File: config.mk
export PLATFORM = sky130hd
export DESIGN_NAME = sqmm_mac_flat
export DESIGN_NICKNAME = d
export VERILOG_FILES = /design/src/rtl/sqmm_pkg.sv /design/src/rtl/sqmm_if.sv /design/src/rtl/sqmm_mac.sv /design/src/flat_wrapper.sv
export SDC_FILE = /design/constraint.sdc
export NUM_CORES = 1
export LEC_CHECK = 0
export BUFFER_PORTS_ARGS = -buffer_cell sky130_fd_sc_hd__buf_2
export CORE_MARGIN = 2
export CORE_UTILIZATION = 30
export DETAILED_ROUTE_END_ITERATION = 10
export PLACE_DENSITY_LB_ADDON = 0.08
export SYNTH_ARGS = -nofsm -noshare
export SYNTH_HDL_FRONTEND = slang
export SYNTH_SLANG_ARGS = --single-unit
File: constraint.sdc
create_clock -name clock -period 7.3 [get_ports clock]
set_input_delay 0 -clock clock [delete_from_list [all_inputs] [get_ports clock]]
set_output_delay 0 -clock clock [all_outputs]
set_load 0.02 [all_outputs]
File: src/rtl/sqmm_pkg.sv
// Shared constants, types and helpers for the square matrix multiply unit.
// Depends on nothing; every other file but sqmm_ram imports it.
package sqmm_pkg;

   // Matrix geometry and element format
   localparam int MAX_N      = 64;
   localparam int ELEM_WIDTH = 16;
   localparam int IDX_W      = $clog2(MAX_N);
   localparam int ADDR_W     = 2 * IDX_W;
   localparam int CNT_W      = $clog2(MAX_N + 1);
   localparam int PROD_W     = 2 * ELEM_WIDTH;

   // Fixed field widths of the channels
   localparam int POS_W   = 6;
   localparam int VALUE_W = 16;
   localparam int SUM_W   = 40;
   localparam int SIZE_W  = 7;
   localparam int CMD_W   = 2;

   localparam logic [SIZE_W-1:0] SIZE_RESET = SIZE_W'(64);

   // Request commands
   localparam logic [CMD_W-1:0] CMD_LOAD_A  = 2'd0;
   localparam logic [CMD_W-1:0] CMD_LOAD_B  = 2'd1;
   localparam logic [CMD_W-1:0] CMD_COMPUTE = 2'd2;

   typedef logic signed [ELEM_WIDTH-1:0] elem_type;
   typedef logic signed [PROD_W-1:0]     prod_type;
   typedef logic signed [SUM_W-1:0]      sum_type;

   // Tag that travels with each multiply-accumulate step
   typedef struct packed {
      logic             vld;
      logic             first_k;
      logic             last_k;
      logic             last_col;
      logic [IDX_W-1:0] row;
      logic [IDX_W-1:0] col;
   } tag_type;

   // Store write from an accepted load request
   typedef struct packed {
      logic              we_a;
      logic              we_b;
      logic [ADDR_W-1:0] addr;
      elem_type          data;
   } ram_wr_type;

   // Status from the multiply-accumulate stage back to the sequencer
   typedef struct packed {
      logic adv;
      logic busy;
   } mac_status_type;

   // Keep the low element bits of a request value, or sign-extend it
   function automatic elem_type to_elem(logic signed [VALUE_W-1:0] v);
      return ELEM_WIDTH'(v);
   endfunction

   // Clamp the configured size into 1..MAX_N
   function automatic logic [CNT_W-1:0] active_size(logic [SIZE_W-1:0] s);
      logic [CNT_W-1:0] n;
      if (s == '0) begin
         n = CNT_W'(1);
      end else if (int'(s) > MAX_N) begin
         n = CNT_W'(MAX_N);
      end else begin
         n = CNT_W'(s);
      end
      return n;
   endfunction

endpackage

File: src/rtl/sqmm_if.sv


interface sqmm_rsp_if;
   import sqmm_pkg::*;

   logic                    valid;
   logic                    ready;
   logic [POS_W-1:0]        out_row;
   logic [POS_W-1:0]        out_col;
   logic signed [SUM_W-1:0] product_sum;
   logic                    last;

   modport source (output valid, out_row, out_col, product_sum, last, input ready);
   modport sink (input valid, out_row, out_col, product_sum, last, output ready);
endinterface

File: src/rtl/sqmm_mac.sv
// Multiply-accumulate unit: registered product, running sum and the response
// output register. Depends on sqmm_pkg and sqmm_rsp_if.
module sqmm_mac (
   input  logic                      clock,
   input  logic                      reset,
   input  sqmm_pkg::tag_type         tag,
   input  sqmm_pkg::elem_type        a_data,
   input  sqmm_pkg::elem_type        b_data,
   output sqmm_pkg::mac_status_type  mac_st,
   sqmm_rsp_if.source                rsp
);
   import sqmm_pkg::*;

   tag_type          s2_tag_ff;
   prod_type         prod_ff;
   sum_type          acc_ff, acc_in;
   logic             rsp_valid_ff;
   logic [POS_W-1:0] rsp_row_ff;
   logic [POS_W-1:0] rsp_col_ff;
   sum_type          rsp_sum_ff;
   logic             rsp_last_ff;
   logic             adv;

   // Whole pipeline moves only when the output register can take a result
   assign adv         = !rsp_valid_ff || rsp.ready;
   assign mac_st.adv  = adv;
   assign mac_st.busy = s2_tag_ff.vld;

   // Start a fresh sum on the first k, else add on
   assign acc_in = s2_tag_ff.first_k ? SUM_W'(prod_ff) : acc_ff + SUM_W'(prod_ff);

   always_ff @(posedge clock) begin
      if (reset) begin
         s2_tag_ff.vld <= 1'b0;
         rsp_valid_ff  <= 1'b0;
      end else if (adv) begin
         s2_tag_ff.vld <= tag.vld;
         rsp_valid_ff  <= s2_tag_ff.vld && s2_tag_ff.last_k;
      end
      if (adv) begin
         s2_tag_ff.first_k  <= tag.first_k;
         s2_tag_ff.last_k   <= tag.last_k;
         s2_tag_ff.last_col <= tag.last_col;
         s2_tag_ff.row      <= tag.row;
         s2_tag_ff.col      <= tag.col;
         prod_ff            <= a_data * b_data;
         if (s2_tag_ff.vld) begin
            acc_ff <= acc_in;
         end
         // Load the finished column into the output register
         if (s2_tag_ff.vld && s2_tag_ff.last_k) begin
            rsp_row_ff  <= POS_W'(s2_tag_ff.row);
            rsp_col_ff  <= POS_W'(s2_tag_ff.col);
            rsp_sum_ff  <= acc_in;
            rsp_last_ff <= s2_tag_ff.last_col;
         end
      end
   end

   assign rsp.valid       = rsp_valid_ff;
   assign rsp.out_row     = rsp_row_ff;
   assign rsp.out_col     = rsp_col_ff;
   assign rsp.product_sum = rsp_sum_ff;
   assign rsp.last        = rsp_last_ff;

endmodule

File: src/flat_wrapper.sv
// flat-port wrapper written by rule: the top's interface ports become plain ports
module sqmm_mac_flat import sqmm_pkg::*;
  (clock, reset, tag, a_data, b_data, mac_st, rsp_valid, rsp_out_row, rsp_out_col, rsp_product_sum, rsp_last, rsp_ready);
  sqmm_rsp_if rsp_i ();
  input  logic clock;
  input  logic reset;
  input  sqmm_pkg::tag_type tag;
  input  sqmm_pkg::elem_type a_data;
  input  sqmm_pkg::elem_type b_data;
  output sqmm_pkg::mac_status_type mac_st;
  output wire logic [$bits(rsp_i.valid)-1:0] rsp_valid;
  output wire logic [$bits(rsp_i.out_row)-1:0] rsp_out_row;
  output wire logic [$bits(rsp_i.out_col)-1:0] rsp_out_col;
  output wire logic [$bits(rsp_i.product_sum)-1:0] rsp_product_sum;
  output wire logic [$bits(rsp_i.last)-1:0] rsp_last;
  input wire logic [$bits(rsp_i.ready)-1:0] rsp_ready;
  assign rsp_valid = rsp_i.valid;
  assign rsp_out_row = rsp_i.out_row;
  assign rsp_out_col = rsp_i.out_col;
  assign rsp_product_sum = rsp_i.product_sum;
  assign rsp_last = rsp_i.last;
  assign rsp_i.ready = rsp_ready;
  sqmm_mac u_core (.clock(clock), .reset(reset), .tag(tag), .a_data(a_data), .b_data(b_data), .mac_st(mac_st), .rsp(rsp_i));
endmodule
=== Word level (Yosys, flattened, before mapping) ===
Index checks and enable logic that the tools add are counted.

* Memories: 0
* Memory bits (writable): 0
* Register bits after elaboration: 142
* Memory bits (read-only): 0
* Latch bits: 0

* Shift operators: 0
* Mux-type cells: 1
* Add/sub/neg operators: 1
* Bitwise gates (word level): 0
* $lt $le $gt $ge: 0
* Eq/ne operators: 0
* Div/mod/pow operators: 0
* Reductions and logical operators: 5
* Multiply operators: 1

{| class="wikitable"
|+ Operators with widths
! operator !! count
|-
| $add 40x32->40 || 1
|-
| $mux 40 || 1
|-
| $mul 16x16->32 || 1
|-
| $reduce_and 2->1 || 2
|-
| $logic_and 1x1->1 || 1
|-
| $logic_not 1->1 || 1
|-
| $logic_or 1x1->1 || 1
|}

=== Depth between registers and ports, before layout ===
Gate-level depths: netlist (run 1).

* Word-level depth: 3
* Mapped depth: 23

=== Least setup slack after synthesis (run 1) ===
No wires, ideal clock.

* Kind: input-to-reg
* From: input port b_data[7]
* To: register u_core.prod_ff[31] (data pin)
* Setup slack: 1.708 ns
* Stages: 23
* Data arrival time: 5.324 ns
* Required time: 7.032 ns
* Path buffers: 1
* Library setup time: 0.268 ns
* Path through: clkbuf_1 > nand2_1 > fa_1 > inv_1 > fa_1 > inv_1 > fa_1 > inv_1 > fa_1 > fa_1 > inv_1 > fa_1 > inv_1 > ha_1 > or2_2 > o31a_1 > and3_1 > a21oi_1 > o31ai_1 > nand4_1 > nand3_1 > o41ai_1 > xnor2_1

* Cells in the longest elaborated chain, start to end: 1

{| class="wikitable"
|+ Ends and longest elaborated chain
! item !! line !! text
|-
| start, declared || flat_wrapper.sv:9 || <nowiki>input sqmm_pkg::elem_type b_data;</nowiki>
|-
| $mul 16x16->32 || sqmm_mac.sv:46 || <nowiki>prod_ff <= a_data * b_data;</nowiki>
|-
| end signal, assigned || sqmm_mac.sv:46 ||
|-
| end, declared || sqmm_mac.sv:15 || <nowiki>prod_type prod_ff;</nowiki>
|}

No other way between the ends.
A chain may end at the register's enable or synchronous reset.

=== Final worst setup path (run 1) ===
* From: input port a_data[7]
* To: register u_core.prod_ff[22] (data pin)

* Cells in the longest elaborated chain, start to end: 1

{| class="wikitable"
|+ Ends and longest elaborated chain
! item !! line !! text
|-
| start, declared || flat_wrapper.sv:8 || <nowiki>input sqmm_pkg::elem_type a_data;</nowiki>
|-
| $mul 16x16->32 || sqmm_mac.sv:46 ||
|}

No other way between the ends.

==> flow_summary.yaml, run 1 <==
floorplan:
  dieArea_mm2: 0.0571
  boundaryPins: 107
  start_util_pct: 30.2
  coreArea_mm2: 0.0549
  die_y_um: 239
  rows: 86
  die_x_um: 239
critical_path:
  cp.arrival_ps: 6000
  critical_path_required_ps: 7470
  cp_cell_sequence: "buf_2 > and2_1 > fa_1 > fa_1 > ha_1 > inv_1 > fa_1 > inv_1 > fa_1 > inv_1 > fa_1 > inv_1 > ha_1 > a21o_1 > a21o_1 > a21o_1 > o311ai_1 > a21oi_1 > o31ai_1 > a21oi_1 > a311o_1"
  worstSetupPathType: "in -> reg"
  setup.worst_path.end_class: "flop"
  critPathLaunchType: "primary input"
  cpMostUsedCell: "fa_1"
  r2r-end: "u_core.rsp.product_sum[38]$_DFFE_PP_"
  cpPeakStageDelay_ps: 660
  r2r_slack_ps: 3530
  crit_start: "a_data[7]"
  reg2reg_depth: 12
  cp_max_fo: 16
  crit_slowest_cell: "o311ai_1"
  worstReg2RegStart: "u_core.prod_ff[0]$_DFFE_PN_"
detailed_routing:
  avgRoutedWirePerCell_um: 16.9
  first_pass_iters: 4
  top_layer_used: "met4"
  dr_wl_met3_um: 839
  post-route-drc-count: 0
  drt-initial-drc-count: 471
  via_count: 11000
  via_per_inst: 4.57
  totalWireLength_um: 40700
  ant_nets: 0
  drt-met1-wl_um: 21500
  wl_met2_um: 17800
sta:
  worst_slew_pin_slew_ps: 779
  setup_slack_ps: 1470
  fmax_mhz: 172
  fin_crit_sh_pct: 79.8
  rsz0062_at_grt: "no"
  hold_violations: 0
  setup_violations: 0
  finalSetupTns_ps: 0
  finalCriticalPeriod_ps: 5830
  relSlewSlack_pct: 47.3
  skew_ps: 12.0
  slew_violations: 0
final_layout:
  multi_input_area_mm2: 0.0110
  fillCellCount: 5620
  synthToLayoutAreaGrowth_pct: 11.9
  register_area_mm2: 0.00424
  stdcell_count: 2410
  drive_above_1_share_pct: 9.14
  antennaDiodeCount: 0
  fin_nets: 2128
synth:
  synth_common_cells: "inv_1 (302), fa_1 (263), nand2_1 (176)"
  synth_edf_count: 140
  yosys.area.top_type: "fa_1"
  syn-instance-count: 1597
  synth_area_leaders: "fa_1 (32%), edfxtp_1 (25%), ha_1 (9.1%)"
  synth_fp_nets: 2032
  ys.flop_type: "edfxtp_1"
  yosysUniqueCellTypes: 53
  yosysMostFrequentCell: "inv_1"
  avgSynthCellArea_um2: 10.4
  synth.top_cell.area_share_pct: 31.8
  synth_seq_cells: 142
  ys_async_sr_fraction_pct: 0
  ys_seq_area_share_pct: 25.6
  synth_area_mm2: 0.0166
  ys_warn_count: 0
run:
  cap_violations: 0
grt:
  grt_max_degree: 71
  grt_use_total_pct: 14.8
  grt_pass1_wl_um: 66000
  grt_pass1_vias: 11800
  grt_antenna_before_repair: 0
  gr-total-overflow: 0
clock_tree:
  clk-insertion-delay-late_ps: 430
  clockBufferDepth: 2
  numCtsBuffers: 17
  cts-htree-levels: 4
  path_clk_slew_ps: 60
  cts_setup_buffers: 0
  cts_root_buffer: "clkbuf_16"
  clock-sinks: 142
  cts_tree: "yes"
worst_hold_path:
  holdPathStages: 2
  hp-start: "b_data[0]"
  hold-path-endpoint: "u_core.prod_ff[0]$_DFFE_PN_"
  hp-class: "in -> reg"
placement:
  dp_hpwl_um: 32500
  pre_cts_slack_ps: 1010
  place.gp.congestion: 0.811
  dpl.cell_count: 2361
  io_buffers: 106
run_status:
  status: "complete, no violations"
## final cells by class
cell class,instances,area share (%)
inverter,302,6.12
tap,704,4.75
sequential,142,22.9
timing repair buffer,127,3.94
clock buffer,23,2.52
multi-input combinational,1103,59.3
clock inverter,9,0.479
## stage by stage
stage               hold slack, ps  utilization, %  cell area [µm²]
floorplan                     69.1               -            16600
global placement               179            32.4            17800
detailed placement             178            32.4            17800
CTS                            130            33.8            18500
global route                   159            33.8            18500
finish                         133            33.8            18500
## metal layers
metal  vias up  track usage [%]
li1       5326                -
met1      5497             22.0
met2       165             23.3
met3        36             1.35
met4         0             3.73
met5         -                0
## critical path: cells and delay by family
| kind | cells | cell delay (ps) |
|---|---|---|
| buffers and inverters | 5 | 520 |
| adders and majority gates | 7 | 2950 |
| and+or+nand+nor | 1 | 230 |
| AOI/OAI and AO/OA | 8 | 2290 |
## registers in the layout, summed over array words and instances, names as in the netlist
register	flops
u_core.rsp.last	1
u_core.rsp.out_row	6
u_core.prod_ff	32
u_core.rsp.out_col	6
u_core.rsp.product_sum	40
u_core.rsp.valid	1
u_core.acc_ff	40
u_core.s2_tag_ff	15
u_core.mac_st	1
## what timing repair did
| item | 4_1_cts | 5_1_grt |
|---|---|---|
| hold buffers | 17 | 0 |
| gates resized for setup | 0 | 0 |
| hold endpoints to repair | 17 | 0 |
## worst max path at each step
stage | end | slack [ps] | cells after the start
after floorplan | u_core.prod_ff[31]$_DFFE_PN_ | 1710 | 23
after global placement | u_core.prod_ff[22]$_DFFE_PN_ | 1020 | 21
after detailed placement | u_core.prod_ff[22]$_DFFE_PN_ | 1010 | 21
after CTS | u_core.prod_ff[22]$_DFFE_PN_ | 1470 | 21
after global routing | u_core.prod_ff[22]$_DFFE_PN_ | 1240 | 21
final | u_core.prod_ff[22]$_DFFE_PN_ | 1470 | 21
## cells in the final DEF (no fill, tap or decap), drive strengths merged, types with 6 or more instances in the layout
cell type,n
inv,302
nand2,176
nor2,40
edfxtp,140
nand2b,10
xnor2,37
a211o,6
a21o,25
and3,12
a211oi,8
dlygate4sd3,17
a21boi,7
clkinvlp,6
fa,263
o211ai,8
o21ai,55
o21a,10
o21bai,11
nand3,16
ha,121
a21oi,61
buf,110
and2,131
nand4,7
nor3,8
clkbuf,23
o31ai,9
xor2,22
## cell families after synthesis
| logic type | share of synthesized area [%] |
|---|---|
| flip-flops | 25.6 |
| AND/OR/NAND/NOR | 12.6 |
| buffers and inverters | 8.03 |
| adder cells (fa/ha/maj) | 40.9 |
| AO/OA/AOI/OAI | 9.31 |
| XOR/XNOR | 3.12 |
| multiplexers | 0.378 |
Power of run 1 is left out: the tool's default activity adds up to more than one toggle a clock period on the data nets, which glitch-free logic cannot reach.
==> run 2, diff against run 1 <==
Settings changed: ABC_AREA from default to 1.
Clock period 7.3 ns to 5.9 ns, I/O delays scaled along.
==> run 2 against run 1 <==
Net effect:
- utilization grew 0.43 points
- worst hold slack lost 91 ps
- sequential cell count is the same
- register-to-register slack lost 610 ps
- clock skew grew 8.5 ps
- sequential share of layout area shrank 2.4 points
- critical endpoint is now u_core.prod_ff[23]$_DFFE_PN_
- largest cell class unchanged
==> flow_summary.yaml, run 2 <==
synth:
  synth_common_cells: "nand2_1 (691), inv_1 (562), fa_1 (263)"
  synth_area_mm2: 0.0185
  ys_async_sr_fraction_pct: 0
  avgSynthCellArea_um2: 8.05
  synth_edf_count: 140
  yosys.area.top_type: "fa_1"
  synth_xor_area_share_pct: 1.76
  ys_warn_count: 0
  synth_top_family_by_area: "adder cells"
  synth_seq_cells: 142
  synth-compound-area-share_pct: 3.57
  yosysMostFrequentCell: "nand2_1"
  yosysUniqueCellTypes: 42
  yosys.area_share.simple_pct: 21.9
  synthMuxAreaShare_pct: 0
  syn-instance-count: 2292
  ys.flop_type: "edfxtp_1"
  synth_area_leaders: "fa_1 (29%), edfxtp_1 (23%), nand2_1 (14%)"
  ys_seq_area_share_pct: 23.0
  synth_fp_nets: 2727
  synth.top_cell.area_share_pct: 28.5
  synth_adder_area_share_pct: 36.7
floorplan:
  start_util_pct: 30.5
  rows: 90
  die_x_um: 252
  die_y_um: 252
  boundaryPins: 107
  coreArea_mm2: 0.0606
  dieArea_mm2: 0.0635
final_layout:
  antennaDiodeCount: 0
  drive_above_1_share_pct: 9.75
  final_cell_mix: "nand2_1 (691), inv_1 (561), fa_1 (263)"
  postLayoutCellArea_mm2: 0.0207
  fin_nets: 2833
  postLayoutCoreUtil_pct: 34.2
  synthToLayoutAreaGrowth_pct: 12.3
  mostFrequentLayoutCell: "nand2_1"
clock_tree:
  cts_tree: "yes"
  path_clk_slew_ps: 60
  numCtsBuffers: 17
  post_cts_resized: 0
  clk-insertion-delay-late_ps: 450
  cts-htree-levels: 4
  clock-sinks: 142
  clockBufferDepth: 2
  cts_root_buffer: "clkbuf_16"
detailed_routing:
  post-route-drc-count: 0
  ant_nets: 0
  avgRoutedWirePerCell_um: 16.6
  first_pass_iters: 5
  via_per_inst: 4.44
  via_count: 14200
  totalWireLength_um: 53100
  drt-initial-drc-count: 640
run:
  cap_violations: 0
placement:
  placed_cell_area_mm2: 0.0199
  io_buffers: 106
  dp_hpwl_um: 45600
  place.gp.congestion: 0.890
grt:
  grt_max_degree: 49
  grt_pass1_wl_um: 86200
  gr-total-overflow: 0
  grt_use_total_pct: 17.5
  grt_antenna_before_repair: 0
  grt_pass1_vias: 15600
run_status:
  status: "complete, no violations"
critical_path:
  setup.worst_path.end_class: "flop"
  critical_path_required_ps: 6090
  worstSetupPathType: "in -> reg"
  cp_max_fo: 16
  cp.arrival_ps: 5490
  critPathLaunchType: "primary input"
sta:
  skew_ps: 20.5
  finalSetupTns_ps: 0
  fmax_mhz: 189
  hold_violations: 0
  relSlewSlack_pct: 56.6
  rsz0062_at_grt: "no"
  holdWs_ps: 42.0
  slew_violations: 0
  setup_violations: 0
  fin_crit_sh_pct: 89.9
  finalCriticalPeriod_ps: 5300
  worst_slew_pin_slew_ps: 651
worst_hold_path:
  hp-class: "in -> reg"
## run 2: cell types whose count changed after synthesis, sizes merged, moves of 10 or more
cell	delta
o21ai	-28
a21o	-19
and2	-131
clkbuf	+17
nand3b	+13
nand2	+528
and3	-11
xnor2	-25
nor2	+85
inv	+265
or2	+10
nand3	+77
nand2b	-10
## run 2: worst paths after layout
check / startpoint / end / slack [ps] / cells after the start
max: b_data[5] / u_core.prod_ff[23]$_DFFE_PN_ / 600 / 17
min: rsp_ready / u_core.s2_tag_ff[14]$_DFFE_PN_ / 40 / 3
max reg2reg: u_core.prod_ff[0]$_DFFE_PN_ / u_core.acc_ff[32]$_DFFE_PP_ / 2920 / 15
min reg2reg: u_core.s2_tag_ff[5]$_DFFE_PN_ / u_core.rsp.out_col[5]$_DFFE_PP_ / 420 / 0
## run 2: metal layers
metal	up-vias	part of all wire, %	track usage [%]
met2	159	52	32.5
met1	6943	45	22.2
met5	-	0	0
met4	0	1.4	3.65
li1	7030	-	-
met3	41	1.7	1.43
## run 2: metrics by stage
stage               std cells  setup WS [ps]
floorplan                2292            507
global placement         3143           59.2
detailed placement       3143            107
CTS                      3193            580
global route             3193            383
finish                   3193            596
## run 2: kinds of logic after synthesis
group | count (synthesis)
AOI/OAI and AO/OA | 114
xor gates and xnor gates | 37
buffers and inverters | 637
adders and majority gates | 384
and+or+nand+nor | 978
DFF | 142
## run 2: layout make-up
type / instances / area, µm²
clock buffer: 17 / 425
timing repair buffer: 155 / 943
fill: 6504 / 39900
sequential: 142 / 4240
inverter: 569 / 2140
tap: 782 / 978
multi-input combinational: 1513 / 11800
clock inverter: 15 / 168
## run 2: critical path, stage by stage
cell and delay (ps):
buf_2 330, nand2_1 190, fa_1 540, inv_1 60, fa_1 740, fa_1 520
fa_1 510, fa_1 490, inv_1 50, fa_1 470, inv_1 40, ha_1 380
a21oi_1 270, o21ai_0 210, nor2_1 310, nand3_1 180, xor2_1 180
## run 2: repair_timing
action,CTS,global route
buffers inserted,0,0
hold endpoints to repair,17,0
hold buffers,18,0
Power of run 2 is left out for the same reason.
==> run 3, diff against run 2 <==
Settings changed: ABC_AREA 1 to default, CORE_MARGIN 2 to default.
==> run 3 against run 2 <==
Net effect:
- first-iteration DRC count fell by 22%
- fmax is 3.8% lower
- sequential cell count stayed put
- die area shrank 12%
- critical path depth increased by 6
- count of clock-buffer cells in the layout increased by 2
- non-clock buffer count rose by 45
- utilization grew 1.1 points
- critical path type unchanged
- highest routed layer unchanged
==> flow_summary.yaml, run 3 (synthesized netlist as in run 1, its figures left out) <==
placement:
  io_buffers: 106
  dpl.cell_count: 2426
  place.gp.congestion: 0.809
  dp_hpwl_um: 33700
grt:
  grt_max_degree: 71
  grt_pass1_wl_um: 65600
  grt_pass1_vias: 12000
  grt_use_total_pct: 14.9
  grt_antenna_before_repair: 0
  gr-total-overflow: 0
final_layout:
  synthToLayoutAreaGrowth_pct: 15.4
  fillCellCount: 5464
  antennaDiodeCount: 0
  multi_input_area_mm2: 0.0110
  final_cell_mix: "inv_1 (301), fa_1 (263), nand2_1 (176)"
  drive_above_1_share_pct: 12.9
  fin_nets: 2201
  register_area_mm2: 0.00424
  mostFrequentLayoutCell: "inv_1"
  stdcell_count: 2475
  postLayoutCoreUtil_pct: 35.3
sta:
  worst_slew_pin_slew_ps: 687
  rsz0062_at_grt: "no"
  setup_violations: 0
  fin_crit_sh_pct: 93.4
  fmax_mhz: 181
  hold_violations: 0
  relSlewSlack_pct: 54.2
  finalCriticalPeriod_ps: 5510
  skew_ps: 8.81
  slew_violations: 0
detailed_routing:
  first_pass_iters: 6
  avgRoutedWirePerCell_um: 16.3
  totalWireLength_um: 40400
  drt-initial-drc-count: 502
  via_per_inst: 4.48
  ant_nets: 0
  post-route-drc-count: 0
  via_count: 11100
floorplan:
  die_x_um: 237
  start_util_pct: 30.6
  boundaryPins: 107
  die_y_um: 237
  dieArea_mm2: 0.0561
  rows: 85
  coreArea_mm2: 0.0541
worst_hold_path:
  hold-path-endpoint: "u_core.prod_ff[0]$_DFFE_PN_"
  holdPathStages: 2
  hp-class: "in -> reg"
  hp-start: "b_data[0]"
clock_tree:
  ctsHoldBuffers: 17
  path_clk_slew_ps: 60
  clk-insertion-delay-late_ps: 430
  cts_setup_buffers: 0
  cts_root_buffer: "clkbuf_16"
  clock-sinks: 142
  cts-htree-levels: 4
  clockBufferDepth: 2
  numCtsBuffers: 17
  post_cts_resized: 0
  cts_tree: "yes"
critical_path:
  r2r-end: "u_core.rsp.product_sum[38]$_DFFE_PP_"
  worstReg2RegStart: "u_core.prod_ff[0]$_DFFE_PN_"
  cp.arrival_ps: 5690
  cp_max_fo: 10
  reg2reg_depth: 12
  critical_path_required_ps: 6070
  r2r_slack_ps: 2150
  setup.worst_path.end_class: "flop"
  critPathLaunchType: "primary input"
  worstSetupPathType: "in -> reg"
run:
  cap_violations: 0
run_status:
  status: "complete, no violations"
run 3: changes by cell type in the layout (fill, tap and decap cells not counted), sizes merged, moves of 11 or more:
cell | before | now
nand2 | 704 | 176
inv | 578 | 305
and2 | 0 | 131
nor2 | 125 | 40
nand3 | 93 | 16
buf | 137 | 183
o21ai | 27 | 55
xnor2 | 12 | 37
a21o | 6 | 25
nand3b | 13 | 0
and3 | 1 | 12
run 3: routing by layer:
metal,share of wire [%],wire length (µm),GRT usage [%],up-vias
met2,43,17400,23.0,180
met4,1.4,561,3.92,0
met3,2.5,1020,1.39,30
met5,0,0,0,-
li1,-,-,-,5474
met1,53,21400,22.1,5413
run 3: how the worst max path moves through the flow:
| stage | start | end | slack [ps] |
|---|---|---|---|
| after floorplan | b_data[7] | u_core.prod_ff[31]$_DFFE_PN_ | 310 |
| after global placement | a_data[7] | u_core.prod_ff[30]$_DFFE_PN_ | -90 |
| after detailed placement | b_data[3] | u_core.prod_ff[30]$_DFFE_PN_ | -140 |
| after CTS | b_data[3] | u_core.prod_ff[30]$_DFFE_PN_ | 330 |
| after global routing | b_data[3] | u_core.prod_ff[30]$_DFFE_PN_ | 60 |
| final | b_data[4] | u_core.prod_ff[31]$_DFFE_PN_ | 390 |
run 3: final cells by class:
cell class	instances	area share, %
timing repair buffer	200	6.82
tap	696	4.56
inverter	302	5.93
multi-input combinational	1103	57.5
sequential	142	22.2
clock inverter	13	0.733
clock buffer	19	2.26
run 3: worst max-delay path: stages:
cell     delay (ps)
buf_2           170
buf_4           180
and2_1          170
fa_1            550
inv_1            60
fa_1            450
fa_1            580
inv_1            80
fa_1            460
fa_1            520
inv_1            50
fa_1            470
inv_1            40
ha_1            280
a21o_1          160
a21o_1          170
a21o_1          170
a21oi_1         300
o31ai_1         160
nand4_1         110
nand3_1         120
o41ai_1         320
xnor2_1         120
run 3: stage by stage:
| step | hold slack [ps] | TNS (ps) | setup WS [ps] | cell area (µm²) |
|---|---|---|---|---|
| 3_3_place_gp | 178 | -103 | -86.4 | 18400 |
| 4_1_cts | 169 | 0 | 335 | 19100 |
| 6_report | 167 | 0 | 388 | 19100 |
| 5_1_grt | 176 | 0 | 64.8 | 19100 |
| 2_1_floorplan | 69.1 | 0 | 308 | 16600 |
| 3_5_place_dp | 179 | -218 | -142 | 18400 |
Power of run 3 is left out for the same reason.
