===== config.mk =====
export PLATFORM = sky130hd
export DESIGN_NAME = sqmm_seq_flat
export DESIGN_NICKNAME = d
export VERILOG_FILES = /design/src/rtl/sqmm_pkg.sv /design/src/rtl/sqmm_if.sv /design/src/rtl/sqmm_seq.sv /design/src/flat_wrapper.sv
export SDC_FILE = /design/constraint.sdc
export NUM_CORES = 1
export LEC_CHECK = 0
export BUFFER_PORTS_ARGS = -buffer_cell sky130_fd_sc_hd__buf_2
export CELL_PAD_IN_SITES_DETAIL_PLACEMENT = 0
export CELL_PAD_IN_SITES_GLOBAL_PLACEMENT = 1
export CORE_ASPECT_RATIO = 1.25
export CORE_UTILIZATION = 34
export CTS_BUF_LIST = sky130_fd_sc_hd__clkbuf_2
export DETAILED_ROUTE_END_ITERATION = 12
export PLACE_DENSITY = 0.8
export SYNTH_ARGS = -nofsm -noshare
export SYNTH_HDL_FRONTEND = slang
export SYNTH_SLANG_ARGS = --single-unit

===== constraint.sdc =====
create_clock -name clock -period 4.05 [get_ports clock]
set_clock_uncertainty 0.1 [all_clocks]
set_input_delay 0.6075 -clock clock [delete_from_list [all_inputs] [get_ports clock]]
set_output_delay 0.6075 -clock clock [all_outputs]
set_load 0.05 [all_outputs]

===== src/rtl/sqmm_pkg.sv =====
// Shared constants, types and helpers for the square matrix multiply unit.
// Depends on nothing; every other file but sqmm_ram imports it.
package sqmm_pkg;

   // Matrix geometry and element format
   localparam int MAX_N      = 64;
   localparam int ELEM_WIDTH = 16;
   localparam int IDX_W      = $clog2(MAX_N);
   localparam int ADDR_W     = 2 * IDX_W;
   localparam int CNT_W      = $clog2(MAX_N + 1);
   localparam int PROD_W     = 2 * ELEM_WIDTH;

   // Fixed field widths of the channels
   localparam int POS_W   = 6;
   localparam int VALUE_W = 16;
   localparam int SUM_W   = 40;
   localparam int SIZE_W  = 7;
   localparam int CMD_W   = 2;

   localparam logic [SIZE_W-1:0] SIZE_RESET = SIZE_W'(64);

   // Request commands
   localparam logic [CMD_W-1:0] CMD_LOAD_A  = 2'd0;
   localparam logic [CMD_W-1:0] CMD_LOAD_B  = 2'd1;
   localparam logic [CMD_W-1:0] CMD_COMPUTE = 2'd2;

   typedef logic signed [ELEM_WIDTH-1:0] elem_type;
   typedef logic signed [PROD_W-1:0]     prod_type;
   typedef logic signed [SUM_W-1:0]      sum_type;

   // Tag that travels with each multiply-accumulate step
   typedef struct packed {
      logic             vld;
      logic             first_k;
      logic             last_k;
      logic             last_col;
      logic [IDX_W-1:0] row;
      logic [IDX_W-1:0] col;
   } tag_type;

   // Store write from an accepted load request
   typedef struct packed {
      logic              we_a;
      logic              we_b;
      logic [ADDR_W-1:0] addr;
      elem_type          data;
   } ram_wr_type;

   // Status from the multiply-accumulate stage back to the sequencer
   typedef struct packed {
      logic adv;
      logic busy;
   } mac_status_type;

   // Keep the low element bits of a request value, or sign-extend it
   function automatic elem_type to_elem(logic signed [VALUE_W-1:0] v);
      return ELEM_WIDTH'(v);
   endfunction

   // Clamp the configured size into 1..MAX_N
   function automatic logic [CNT_W-1:0] active_size(logic [SIZE_W-1:0] s);
      logic [CNT_W-1:0] n;
      if (s == '0) begin
         n = CNT_W'(1);
      end else if (int'(s) > MAX_N) begin
         n = CNT_W'(MAX_N);
      end else begin
         n = CNT_W'(s);
      end
      return n;
   endfunction

endpackage


===== src/rtl/sqmm_if.sv =====
// Request and response channel interfaces of the matrix multiply unit.
// Depends on sqmm_pkg for field widths.
interface sqmm_req_if;
   import sqmm_pkg::*;

   logic                      valid;
   logic                      ready;
   logic [CMD_W-1:0]          cmd;
   logic [POS_W-1:0]          row;
   logic [POS_W-1:0]          col;
   logic signed [VALUE_W-1:0] value;

   modport source (output valid, cmd, row, col, value, input ready);
   modport sink (input valid, cmd, row, col, value, output ready);
endinterface



===== src/rtl/sqmm_seq.sv =====
// Sequencer: takes requests, writes loads into the stores and walks the
// (column, k) loop of a row compute, issuing store reads. Depends on sqmm_pkg.
module sqmm_seq (
   input  logic                    clock,
   input  logic                    reset,
   sqmm_req_if.sink                req,
   input  logic [sqmm_pkg::CNT_W-1:0] n,
   input  sqmm_pkg::mac_status_type   mac_st,
   output sqmm_pkg::ram_wr_type       wr,
   output logic                       rd_en,
   output logic [sqmm_pkg::ADDR_W-1:0] a_raddr,
   output logic [sqmm_pkg::ADDR_W-1:0] b_raddr,
   output sqmm_pkg::tag_type          tag
);
   import sqmm_pkg::*;

   typedef enum logic [1:0] {ST_IDLE, ST_ISSUE, ST_DRAIN} state_type;

   state_type        state_ff, state_in;
   logic [IDX_W-1:0] i_ff, i_in;
   logic [IDX_W-1:0] j_ff, j_in;
   logic [IDX_W-1:0] k_ff, k_in;
   tag_type          tag_ff, tag_in;
   logic             accept;
   logic             in_store;
   logic             k_last;
   logic             j_last;
   logic             issue;

   assign accept   = req.valid && req.ready;
   assign in_store = (int'(req.row) < MAX_N) && (int'(req.col) < MAX_N);
   assign k_last   = (CNT_W'(k_ff) == n - CNT_W'(1));
   assign j_last   = (CNT_W'(j_ff) == n - CNT_W'(1));
   assign issue    = (state_ff == ST_ISSUE) && mac_st.adv;

   assign req.ready = (state_ff == ST_IDLE);

   // Load writes go straight to the stores
   always_comb begin
      wr.we_a = accept && in_store && (req.cmd == CMD_LOAD_A);
      wr.we_b = accept && in_store && (req.cmd == CMD_LOAD_B);
      wr.addr = {IDX_W'(req.row), IDX_W'(req.col)};
      wr.data = to_elem(req.value);
   end

   // Read addresses for the current step
   assign rd_en   = issue;
   assign a_raddr = {i_ff, k_ff};
   assign b_raddr = {k_ff, j_ff};
   assign tag     = tag_ff;

   // Advance the loop counters and the state
   always_comb begin
      state_in = state_ff;
      i_in     = i_ff;
      j_in     = j_ff;
      k_in     = k_ff;
      tag_in   = tag_ff;
      unique case (state_ff)
         ST_IDLE: begin
            if (accept && (req.cmd == CMD_COMPUTE) && (int'(req.row) < int'(n))) begin
               state_in = ST_ISSUE;
               i_in     = IDX_W'(req.row);
               j_in     = '0;
               k_in     = '0;
            end
         end
         ST_ISSUE: begin
            if (issue) begin
               if (k_last) begin
                  k_in = '0;
                  if (j_last) begin
                     state_in = ST_DRAIN;
                  end else begin
                     j_in = j_ff + IDX_W'(1);
                  end
               end else begin
                  k_in = k_ff + IDX_W'(1);
               end
            end
         end
         ST_DRAIN: begin
            if (!tag_ff.vld && !mac_st.busy) begin
               state_in = ST_IDLE;
            end
         end
         default: state_in = ST_IDLE;
      endcase
      // Tag lines up with the read data of the stores
      if (mac_st.adv) begin
         tag_in.vld      = issue;
         tag_in.first_k  = (k_ff == '0);
         tag_in.last_k   = k_last;
         tag_in.last_col = j_last;
         tag_in.row      = i_ff;
         tag_in.col      = j_ff;
      end
   end

   always_ff @(posedge clock) begin
      if (reset) begin
         state_ff   <= ST_IDLE;
         tag_ff.vld <= 1'b0;
      end else begin
         state_ff   <= state_in;
         tag_ff.vld <= tag_in.vld;
      end
      i_ff            <= i_in;
      j_ff            <= j_in;
      k_ff            <= k_in;
      tag_ff.first_k  <= tag_in.first_k;
      tag_ff.last_k   <= tag_in.last_k;
      tag_ff.last_col <= tag_in.last_col;
      tag_ff.row      <= tag_in.row;
      tag_ff.col      <= tag_in.col;
   end

endmodule


===== src/flat_wrapper.sv =====
// flat-port wrapper written by rule: the top's interface ports become plain ports
module sqmm_seq_flat import sqmm_pkg::*;
  (clock, reset, n, mac_st, wr, rd_en, a_raddr, b_raddr, tag, req_valid, req_cmd, req_row, req_col, req_value, req_ready);
  sqmm_req_if req_i ();
  input  logic clock;
  input  logic reset;
  input  logic [sqmm_pkg::CNT_W-1:0] n;
  input  sqmm_pkg::mac_status_type mac_st;
  output sqmm_pkg::ram_wr_type wr;
  output logic rd_en;
  output logic [sqmm_pkg::ADDR_W-1:0] a_raddr;
  output logic [sqmm_pkg::ADDR_W-1:0] b_raddr;
  output sqmm_pkg::tag_type tag;
  input wire logic [$bits(req_i.valid)-1:0] req_valid;
  input wire logic [$bits(req_i.cmd)-1:0] req_cmd;
  input wire logic [$bits(req_i.row)-1:0] req_row;
  input wire logic [$bits(req_i.col)-1:0] req_col;
  input wire logic [$bits(req_i.value)-1:0] req_value;
  output wire logic [$bits(req_i.ready)-1:0] req_ready;
  assign req_i.valid = req_valid;
  assign req_i.cmd = req_cmd;
  assign req_i.row = req_row;
  assign req_i.col = req_col;
  assign req_i.value = req_value;
  assign req_ready = req_i.ready;
  sqmm_seq u_core (.clock(clock), .reset(reset), .req(req_i), .n(n), .mac_st(mac_st), .wr(wr), .rd_en(rd_en), .a_raddr(a_raddr), .b_raddr(b_raddr), .tag(tag));
endmodule

Word level (Yosys, flattened, before mapping):

Index checks and enable logic that the tools add are counted.

* bits in registers: 36
* output and inout port bits: 72
* input bits: 42

* eq/ne operators: 12
* multiplexer cells: 14
* reduce and logical (&&, ||, !) cells: 17
* order comparisons: 1
* $add $sub $neg: 3

Operators with widths (count)
* two-way mux 6 bit: 6
* one-hot mux 6 bit (2 select lines): 2
* equality test 6 x 7 -> 1 bit: 2
* adder 6 x 1 -> 6 bit, second input constant: 2
* two-way mux 2 bit: 5
* AND reduction 5 bit: 2
* logical AND 1 bit: 7
* < comparator 6 x 7 -> 1 bit: 1
* subtractor 7 x 1 -> 7 bit, second input constant: 1
* zero test 6 bit: 1
* inequality test 2 x 1 -> 1 bit, second input constant: 3
* inequality test 2 bit, second input constant: 3
* one-hot mux 2 bit (3 select lines): 1
* equality test 2 x 1 -> 1 bit, second input constant: 2
* equality test 2 bit, second input constant: 2
* zero test 2 bit: 2
* AND reduction 3 bit: 1
* zero test 1 bit: 2
* AND reduction 2 bit: 1
* nonzero test 2 bit: 1

Longest topological paths before layout:

Gate-level depths: netlist (run 1).

* depth after elaboration: 6
* mapped depth: 8
* depth with buffers taken out: 8

Worst setup path after synthesis (run 1):

Ideal clock, no wire load.

* path kind: input -> register
* start point: in n[4] in the netlist's numbering
* end point: reg u_core.j_ff[0], enable pin
* path slack: 0.816 ns
* data arrival time: 2.772 ns
* setup time: 0.362 ns
* stages: 8
* data required time: 3.588 ns
* buffers on the path: 0
* cell sequence: inv_1 > ha_1 > a21o_1 > a21oi_1 > a21oi_1 > a2111oi_2 > or2_2 > a21boi_1

* cells in the longest elaborated chain, start to end: 4
* elaborated cells between the ends (all ways): 9
* classes of those cells: add/sub: 1; order compare: 1; eq/ne: 5; reduce/logical: 2

Ends and longest elaborated chain
* start: declaration: line flat_wrapper.sv:7 `input logic [sqmm_pkg::CNT_W-1:0] n;`
* subtractor 7 x 1 -> 7 bit or < comparator 6 x 7 -> 1 bit (tied branches): line sqmm_seq.sv:32, sqmm_seq.sv:33, sqmm_seq.sv:61
* equality test 6 x 7 -> 1 bit (tied with other cells): line sqmm_seq.sv:32 `assign k_last = (CNT_W'(k_ff) == n - CNT_W'(1));`
* inequality test 2 x 1 -> 1 bit (no line) or inequality test 2 bit (tied branches)
* AND reduction 5 bit (no line) (*)
* end signal: assignment: line sqmm_seq.sv:109 `j_ff <= j_in;`
* end: declaration: line sqmm_seq.sv:21 `logic [IDX_W-1:0] j_ff, j_in;`

Every way passes the cells marked *; elsewhere a longest branch is shown, timed or not.
A chain may end at the register's enable or synchronous reset.

Final worst setup path (run 1):

Ends and elaborated chain as after synthesis.

==> run metrics, run 1 <==
max-capacitance violation count=0; outcome=complete, no violations; Post-Syn Instances=179; commonest non-fill, non-tap cells in the layout=buf_2, edfxtp_1, nor2_1; Final min period=2.73 ns; deepest clock path buffer count=2; clock root buffer master=clkbuf_2; Hold Crit Class=in -> reg; area grow syn2layout=12.9%; Crit Path Class=in -> reg; Crit path arrival time=2.68 ns; commonest non-fill, non-tap cell in the layout=buf_2; hold path endpoint=u_core.state_ff[1]$_SDFFE_PP0P_; die span in y=89.4 um; CTS Buf Count=5; Distinct cells, synth=31; gpl congestion=0.747; Synth warnings=0; HP Start=reset; number of global-route vias before repair=1236; ratio of cells with drive above 1 in the final layout=0.390; number of DRC markers in iteration 0=35; Initial Utilization=0.355; final worst-path cycle share=0.673; R2R Setup Slk=1.74 ns; RSZ-0062 raised after global routing=false; setup TNS=0 ns; WL/cell=12.2 um; post-CTS setup buffers=0; CTS tree=done; critical path peak fanout=7; GRT overflow=0; WP data required=4.00 ns; CORE AREA=5860 sq um; Remaining DRCs=0; sequential fraction of the synthesis area=0.506; DP Wirelength=3000 um; Rel. slew slack=0.656; final max-slew violation count=0; Net count, final=273; worst hold stages=2; R2R Path Start=u_core.k_ff[4]$_SDFFCE_PN0P_; DRT antenna net count=0; placement row count=31; Avg Cell Area, Syn=11.6 sq um; reg2reg end=u_core.j_ff[0]$_SDFFCE_PN0P_; vias after detailed routing=1319; LEAKAGE=1.00 nW; first-pass GRT wire length=5720 um; drt pass-1 iters=4; antenna violations before repair=0; largest net degree at the start of global routing=19; CTS sink count=36; peak supply drop=0.0971 mV; Crit. Startpoint=n[4]; hold_buf cts=0; synthesized flop and latch total=36; highest clock rate=0.367 GHz; post-cts sizing count=0; power after layout=0.838 mW; io pins=114; Syn Nets=230; pwr/cell area=358 nW/um^2; slew at the pin closest to its max-slew limit=0.514 ns; number of vias per cell=4.32; Final setup viols=0; worst skew pair latency=0.38 ns; Die X=71.9 um; CP Capture Type=flop; die footprint=6430 sq um; Total GRT Usage=0.124; FF-to-FF path depth=6; total wire length=3720 um; Startpoint Class=input port; Post-Synthesis Cell Area=2080 sq um; Worst-path clk slew=0.18 ns; Max H-tree Level=2; diode count=0; Port Buffers=69; Fin. Hold Viols=0
-- how the worst max path moves through the flow --
| stage | slack (ns) | to | cells after the start |
|---|---|---|---|
| floorplan | 0.82 | u_core.j_ff[0]$_SDFFCE_PN0P_ | 8 |
| global placement | 0.93 | u_core.j_ff[4]$_SDFFCE_PN0P_ | 9 |
| detailed placement | 0.84 | u_core.j_ff[4]$_SDFFCE_PN0P_ | 9 |
| CTS | 1.29 | u_core.j_ff[4]$_SDFFCE_PN0P_ | 9 |
| global route | 1.10 | u_core.j_ff[1]$_SDFFCE_PN0P_ | 9 |
| finish | 1.32 | u_core.j_ff[0]$_SDFFCE_PN0P_ | 9 |
-- layout make-up --
| cell class | count | area, sq um |
|---|---|---|
| Inverter | 14 | 52.6 |
| Sequential cell | 36 | 1050 |
| Tap cell | 82 | 103 |
| Multi-Input combinational cell | 95 | 718 |
| Fill cell | 581 | 3510 |
| Clock buffer | 5 | 25.0 |
| Clock inverter | 3 | 42.5 |
| Timing Repair Buffer | 70 | 353 |
-- sequential cells by signal, summed over array words and instances, names as in the netlist --
signal,flops
u_core.i_ff,6
u_core.j_ff,6
u_core.k_ff,6
u_core.state_ff,2
u_core.tag,16
-- report_power, final --
group          leakage [nW]  internal [mW]  switching [mW]  total, mW
Combinational         0.620         0.0497           0.131      0.180
Sequential            0.342          0.423          0.0131      0.436
Clock                0.0390          0.103           0.119      0.222
-- logic make-up (layout without fill, tap and decap cells) --
group | count (synthesis) | after routing | synth area share
xor+xnor | 28 | 28 | 0.122
compound gates | 12 | 12 | 0.0404
flops | 36 | 36 | 0.506
fa+ha+maj | 9 | 9 | 0.0542
simple gates | 46 | 46 | 0.130
buf+inv | 48 | 92 | 0.148
-- layer usage --
layer / vias up / GRT usage / wire length, um
met4: 0 / 0.0606 / 80
li1: 658 / - / -
met2: 49 / 0.217 / 1840
met1: 602 / 0.133 / 1560
met5: - / 0 / 0
met3: 10 / 0.0428 / 240
-- per-stage QoR --
| step | util | setup WS, ns | std cells | instance area [sq um] | hold WS (ns) |
|---|---|---|---|---|---|
| after global placement | 0.389 | 0.927 | 297 | 2280 | 0.332 |
| after floorplan | - | 0.816 | 179 | 2080 | 0.393 |
| after CTS | 0.400 | 1.29 | 305 | 2340 | 0.266 |
| after global routing | 0.400 | 1.10 | 305 | 2340 | 0.255 |
| after detailed placement | 0.389 | 0.845 | 297 | 2280 | 0.331 |
| final | 0.400 | 1.32 | 305 | 2340 | 0.284 |
-- synthesized netlist by cell type --
cell       number  area share
a2111oi_2       1      0.0072
a21boi_1        1      0.0036
a21o_1          1      0.0036
a21oi_1         5       0.012
a31oi_1         1      0.0030
and2_1          2      0.0060
and3_4          1      0.0054
buf_4          34        0.12
dfxtp_1         3       0.029
edfxtp_1       33        0.48
ha_1            9       0.054
inv_1          14       0.025
nand2_1         5      0.0090
nand2b_1        4       0.012
nand2b_4        1      0.0066
nand3_1         8       0.019
nand4_1         1      0.0030
nor2_1         16       0.029
nor3_1          1      0.0024
nor3_2          1      0.0048
nor3b_1         1      0.0036
nor3b_2         1      0.0060
nor4_1          1      0.0030
nor4_2          1      0.0060
nor4_4          1       0.010
o211ai_1        2      0.0072
o21a_1          1      0.0036
or2_2           1      0.0030
xnor2_1        12       0.051
xor2_1         15       0.063
xor2_2          1      0.0078
-- critical path, stage by stage --
cell	delay, ns
buf_2	0.12
inv_1	0.08
ha_1	0.29
a21o_1	0.18
a21oi_1	0.17
a21oi_1	0.10
a2111oi_2	0.39
or2_2	0.27
a21boi_1	0.48
Note: power is estimated with default switching activity, not from simulation.
==> run 2: changes to the inputs <==
--- a/config.mk
+++ b/config.mk
@@ -9,10 +9,10 @@
 export CELL_PAD_IN_SITES_DETAIL_PLACEMENT = 0
 export CELL_PAD_IN_SITES_GLOBAL_PLACEMENT = 1
 export CORE_ASPECT_RATIO = 1.25
-export CORE_UTILIZATION = 34
+export CORE_UTILIZATION = 31
 export CTS_BUF_LIST = sky130_fd_sc_hd__clkbuf_2
 export DETAILED_ROUTE_END_ITERATION = 12
-export PLACE_DENSITY = 0.8
+export PLACE_DENSITY = 0.77
 export SYNTH_ARGS = -nofsm -noshare
 export SYNTH_HDL_FRONTEND = slang
 export SYNTH_SLANG_ARGS = --single-unit
==> constraint.sdc (replaced) <==
create_clock -name clock -period 2.27 [get_ports clock]
set_clock_uncertainty 0.1 [all_clocks]
set_input_delay 0.3405 -clock clock [delete_from_list [all_inputs] [get_ports clock]]
set_output_delay 0.3405 -clock clock [all_outputs]
set_load 0.05 [all_outputs]
==> run metrics, run 2 (synthesis results as in run 1) <==
CORE AREA=6520 sq um (was 5860 sq um); commonest non-fill, non-tap cells in the layout=buf_2, edfxtp_1, buf_4 (was buf_2, edfxtp_1, nor2_1); final max-slew violation count=0 (unchanged); Clk pwr share=0.264 (was 0.265); Initial Utilization=0.318 (was 0.355); final worst-path cycle share=0.933; Port Buffers=69 (unchanged); Reg area=1050 sq um (unchanged); ratio of cells with drive above 1 in the final layout=0.455 (was 0.390); net switching power=0.498 mW (was 0.263 mW); Hold Crit Class=in -> reg (unchanged); pre-CTS setup slack=-0.260 ns (was 0.845 ns); worst path cell trace=buf_2, inv_12, ha_4, a21o_1, a21oi_2, o211ai_1, a2111oi_4, or2_4, a21boi_4 (was buf_2, inv_1, ha_1, a21o_1, a21oi_1, a21oi_1, a2111oi_2, or2_2, a21boi_1); outcome=complete, no violations (unchanged); critical path's slowest cell=a2111oi_4 (was a21boi_1); gpl congestion=0.821 (was 0.747); FILL cells=663 (was 581); number of global-route vias before repair=1240 (was 1236); sequential share of power=0.500 (was 0.520); CTS tree=done (unchanged); CP peak stage delay=0.40 ns (was 0.48 ns); Remaining DRCs=0 (unchanged); worst skew pair latency=0.40 ns (was 0.38 ns); setup TNS=0 ns (unchanged); R2R Setup Slk=0.28 ns (was 1.74 ns); critical path peak fanout=6 (was 7); number of vias per cell=4.33 (was 4.32); power after layout=1.55 mW (was 0.838 mW); LEAKAGE=1.10 nW (was 1.00 nW); Pint=1.05 mW (was 0.576 mW); vias after detailed routing=1423 (was 1319); CTS sink count=36 (unchanged); total wire length=4110 um (was 3720 um); Multi-input gate area=778 sq um (was 718 sq um); DRT antenna net count=0 (unchanged); WL/cell=12.5 um (was 12.2 um); pwr/cell area=603 nW/um^2 (was 358 nW/um^2); deepest clock path buffer count=2 (unchanged); number of DRC markers in iteration 0=42 (was 35); Net count, final=292 (was 273); Crit Path Class=in -> reg (unchanged); GRT overflow=0 (unchanged); post-CTS setup buffers=0 (unchanged); largest net degree at the start of global routing=18 (was 19); WP data required=2.26 ns (was 4.00 ns); io pins=114 (unchanged); Largest register FFs=16 (unchanged); placement row count=33 (was 31); die footprint=7030 sq um (was 6430 sq um); area grow syn2layout=23.9% (was 12.9%); switch share=0.321 (was 0.313); Rel. slew slack=0.785 (was 0.656); clock root buffer master=clkbuf_2 (unchanged); Buf/Inv on CP=2 (unchanged); peak supply drop=0.182 mV (was 0.0971 mV); first-pass GRT wire length=6140 um (was 5720 um); highest clock rate=0.472 GHz; Total GRT Usage=0.120 (was 0.124); Fin. Hold Viols=0 (unchanged); Largest delay share family, worst path=compound AO/OA/AOI/OAI gates (unchanged); die span in y=93.5 um (was 89.4 um); CP Capture Type=flop (unchanged); diode count=0 (unchanged); Max H-tree Level=2 (unchanged); combinational fraction of design power=0.236 (was 0.215); RSZ-0062 raised after global routing=false (unchanged); final worst setup slack=0.153 ns (was 1.32 ns); slew at the pin closest to its max-slew limit=0.321 ns (was 0.514 ns); commonest non-fill, non-tap cell in the layout=buf_2 (unchanged); max-capacitance violation count=0 (unchanged); Worst-path clk slew=0.21 ns (was 0.18 ns); antenna violations before repair=0 (unchanged); drt pass-1 iters=4 (unchanged); Die X=75.2 um (was 71.9 um); Final min period=2.12 ns; final core utilization=0.395 (was 0.400); CTS Buf Count=5 (unchanged); Final setup viols=0 (unchanged); Crit path arrival time=2.11 ns (was 2.68 ns); Startpoint Class=input port (unchanged); DP Wirelength=3270 um (was 3000 um)
-- run 2: stage by stage --
step	instances	instance area, sq um	hold slack (ns)
finish	329	2570	0.0425
global route	329	2570	0.00281
CTS	327	2550	0.0214
detailed placement	318	2480	0.329
global placement	318	2480	0.326
floorplan	179	2150	0.310
-- run 2: worst reg2reg max path, cell delays in order (launching register included) --
cell and delay, ns:
edfxtp_1 0.53, xor2_1 0.22, xnor2_1 0.13, nand4_1 0.14
nor4_4 0.19, nand2b_1 0.13, a21boi_4 0.27
-- run 2: power by group through the flow --
| stage | Sequential (mW) | Combinational (mW) | Clock [mW] |
|---|---|---|---|
| after global routing | 0.782 | 0.391 | 0.449 |
| after CTS | 0.777 | 0.366 | 0.423 |
| after global placement | 0.792 | 0.362 | 0 |
| after detailed placement | 0.792 | 0.365 | 0 |
| final | 0.776 | 0.366 | 0.410 |
| after floorplan | 0.879 | 0.278 | 0 |
-- run 2: repair_timing --
action | in CTS | in global routing
gates resized for setup | 0 | 0
endpoints found under the hold margin | 2 | 2
hold buffers | 1 | 2
-- run 2: area by class of cell --
type                       instances  share of cell area
tap                               87              0.0423
multi-input combinational         95               0.302
timing repair buffer              89               0.195
clock inverter                     3              0.0165
inverter                          14              0.0253
sequential                        36               0.408
clock buffer                       5             0.00972
-- run 2: final timing paths --
kind,startpoint,endpoint,cells after the start
setup / recovery,n[4],u_core.j_ff[3]$_SDFFCE_PN0P_,9
hold / removal,req_row[1],u_core.i_ff[1]$_DFFE_PP_,1
setup reg to reg,u_core.k_ff[4]$_SDFFCE_PN0P_,u_core.j_ff[3]$_SDFFCE_PN0P_,6
hold reg to reg,u_core.i_ff[3]$_DFFE_PP_,u_core.tag[9]$_DFFE_PP_,0
-- run 2: metal layers --
metal  up-vias  wire length [um]  global-route usage
li1        696                 -                   -
met1       667              1810               0.145
met2        55              2000               0.200
met3         5               252              0.0356
met4         0                55              0.0432
met5         -                 0                   0
==> run 3: changes to the inputs <==
==> constraint.sdc (replaced) <==
create_clock -name clock -period 2.27 [get_ports clock]
set_clock_uncertainty 0.1 [all_clocks]
set_input_delay 0.5675 -clock clock [delete_from_list [all_inputs] [get_ports clock]]
set_output_delay 0.5675 -clock clock [all_outputs]
set_load 0.05 [all_outputs]
==> run metrics, run 3 (synthesis results as in run 1) <==
outcome=complete, no violations (unchanged); pre-CTS setup slack=-0.482 ns (was -0.260 ns); ratio of cells with drive above 1 in the final layout=0.500 (was 0.455); critical path's slowest cell=a2111oi_4 (unchanged); Clk pwr share=0.260 (was 0.264); sequential share of power=0.494 (was 0.500); Multi-input gate area=812 sq um (was 778 sq um); HP Start=reset (was req_row[1]); CTS Buf Count=5 (unchanged); peak supply drop=0.246 mV (was 0.182 mV); largest net degree at the start of global routing=18 (unchanged); power after layout=1.57 mW (was 1.55 mW); Rel. slew slack=0.813 (was 0.785); Initial Utilization=0.318 (unchanged); CP Capture Type=flop (unchanged); CORE AREA=6520 sq um (unchanged); Buf/Inv on CP=2 (unchanged); Final min period=2.20 ns (was 2.12 ns); diode count=0 (unchanged); Startpoint Class=input port (unchanged); LEAKAGE=1.15 nW (was 1.10 nW); Crit path arrival time=2.21 ns (was 2.11 ns); GRT overflow=0 (unchanged); io pins=114 (unchanged); combinational fraction of design power=0.246 (was 0.236); commonest non-fill, non-tap cell in the layout=buf_2 (unchanged); placed cell area=2540 sq um (was 2480 sq um); Reg area=1050 sq um (about the same); drt pass-1 iters=4 (unchanged); Max H-tree Level=2 (unchanged); CTS tree=done (unchanged); CP peak stage delay=0.34 ns (was 0.40 ns); Layout Cells excl Fill=335 (was 329); Port Buffers=69 (unchanged); number of global-route vias before repair=1299 (was 1240); number of vias per cell=4.23 (was 4.33); clock root buffer master=clkbuf_2 (unchanged); post-route cell area=2660 sq um (was 2570 sq um); FILL cells=667 (was 663); final worst setup slack=0.0725 ns (was 0.153 ns); Final setup viols=0 (unchanged); deepest clock path buffer count=2 (unchanged); final max-slew violation count=0 (unchanged); DP Wirelength=3410 um (was 3270 um); area grow syn2layout=28.0% (was 23.9%); number of DRC markers in iteration 0=73 (was 42); Worst-path clk slew=0.19 ns (was 0.21 ns); worst path cell trace=buf_4, inv_12, ha_4, a21o_1, a21oi_2, o211ai_1, a2111oi_4, or2_4, a21boi_4 (was buf_2, inv_12, ha_4, a21o_1, a21oi_2, o211ai_1, a2111oi_4, or2_4, a21boi_4); Pint=1.07 mW (was 1.05 mW); antenna violations before repair=0 (unchanged); WP data required=2.28 ns (was 2.26 ns); Crit Path Class=in -> reg (unchanged); total wire length=4230 um (was 4110 um); die footprint=7030 sq um (unchanged); pwr/cell area=589 nW/um^2 (was 603 nW/um^2); WL/cell=12.6 um (was 12.5 um); Net count, final=298 (was 292); worst skew pair latency=0.40 ns (about the same); R2R Path Start=u_core.k_ff[4]$_SDFFCE_PN0P_ (unchanged); switch share=0.320 (was 0.321); max-capacitance violation count=0 (unchanged); final worst-path cycle share=0.968 (was 0.933); hold path endpoint=u_core.state_ff[1]$_SDFFE_PP0P_ (was u_core.i_ff[1]$_DFFE_PP_); critical path peak fanout=6 (unchanged); Hold Crit Class=in -> reg (unchanged); reg2reg end=u_core.j_ff[4]$_SDFFCE_PN0P_ (was u_core.j_ff[3]$_SDFFCE_PN0P_); commonest non-fill, non-tap cells in the layout=buf_2, edfxtp_1, buf_4 (unchanged); worst hold stages=2 (was 1); highest clock rate=0.455 GHz (was 0.472 GHz); CTS sink count=36 (unchanged); placement row count=33 (unchanged); setup TNS=0 ns (unchanged); slew at the pin closest to its max-slew limit=0.279 ns (was 0.321 ns); net switching power=0.500 mW (was 0.498 mW); Largest delay share family, worst path=compound AO/OA/AOI/OAI gates (unchanged); placed cells=325 (was 318); R2R Setup Slk=0.30 ns (was 0.28 ns); DRT antenna net count=0 (unchanged); Total GRT Usage=0.130 (was 0.120); Die X=75.2 um (unchanged); vias after detailed routing=1418 (was 1423); Largest register FFs=16 (unchanged); gpl congestion=0.811 (was 0.821); FF-to-FF path depth=6 (unchanged); first-pass GRT wire length=6470 um (was 6140 um); die span in y=93.5 um (unchanged); final core utilization=0.407 (was 0.395); Remaining DRCs=0 (unchanged); Fin. Hold Viols=0 (unchanged); worst hold slack=0.229 ns (was 0.0425 ns)
[run 3: changes by cell type in the layout (fill, tap and decap cells not counted), moves of 2 or more]
| cell | before | now |
|---|---|---|
| buf_2 | 69 | 65 |
| buf_4 | 17 | 30 |
| dfxtp_1 | 3 | 1 |
| dfxtp_2 | 0 | 2 |
| dlygate4sd3_1 | 3 | 0 |
| nor3b_2 | 2 | 0 |
| nor3b_4 | 0 | 2 |
[run 3: area by class of cell]
type,instances,area share
Clock buffer,5,0.00942
Clock inverter,3,0.0160
Inverter,14,0.0245
Multi-Input combinational cell,95,0.306
Sequential cell,36,0.396
Tap cell,87,0.0410
Timing Repair Buffer,95,0.207
[run 3: power groups by stage]
| stage | Clock [mW] | Sequential [mW] | Combinational [mW] |
|---|---|---|---|
| global placement | 0 | 0.789 | 0.377 |
| floorplan | 0 | 0.878 | 0.281 |
| global route | 0.443 | 0.779 | 0.413 |
| detailed placement | 0 | 0.789 | 0.381 |
| finish | 0.407 | 0.774 | 0.385 |
| CTS | 0.418 | 0.774 | 0.384 |
[run 3: timing repair]
item,in CTS,in global routing
setup endpoints to repair,8,9
hold buffers,0,0
setup buffers,0,2
gates resized for setup,4,8
pin swaps,0,7
[run 3: layer usage]
layer | GRT usage | vias up | routed length [um]
li1 | - | 704 | -
met1 | 0.149 | 661 | 1720
met2 | 0.218 | 48 | 2180
met3 | 0.0377 | 5 | 260
met4 | 0.0586 | 0 | 64
met5 | 0 | - | 0
[run 3: worst max path at each step]
stage,start,to,slack (ns),depth (start not counted)
after floorplan,n[4],u_core.j_ff[0]$_SDFFCE_PN0P_,-0.41,8
after global placement,n[4],u_core.j_ff[4]$_SDFFCE_PN0P_,-0.41,9
after detailed placement,n[4],u_core.j_ff[4]$_SDFFCE_PN0P_,-0.48,9
after CTS,n[4],u_core.j_ff[4]$_SDFFCE_PN0P_,0.03,9
after global routing,n[0],u_core.j_ff[2]$_SDFFCE_PN0P_,-0.004,10
final,n[4],u_core.j_ff[4]$_SDFFCE_PN0P_,0.07,9
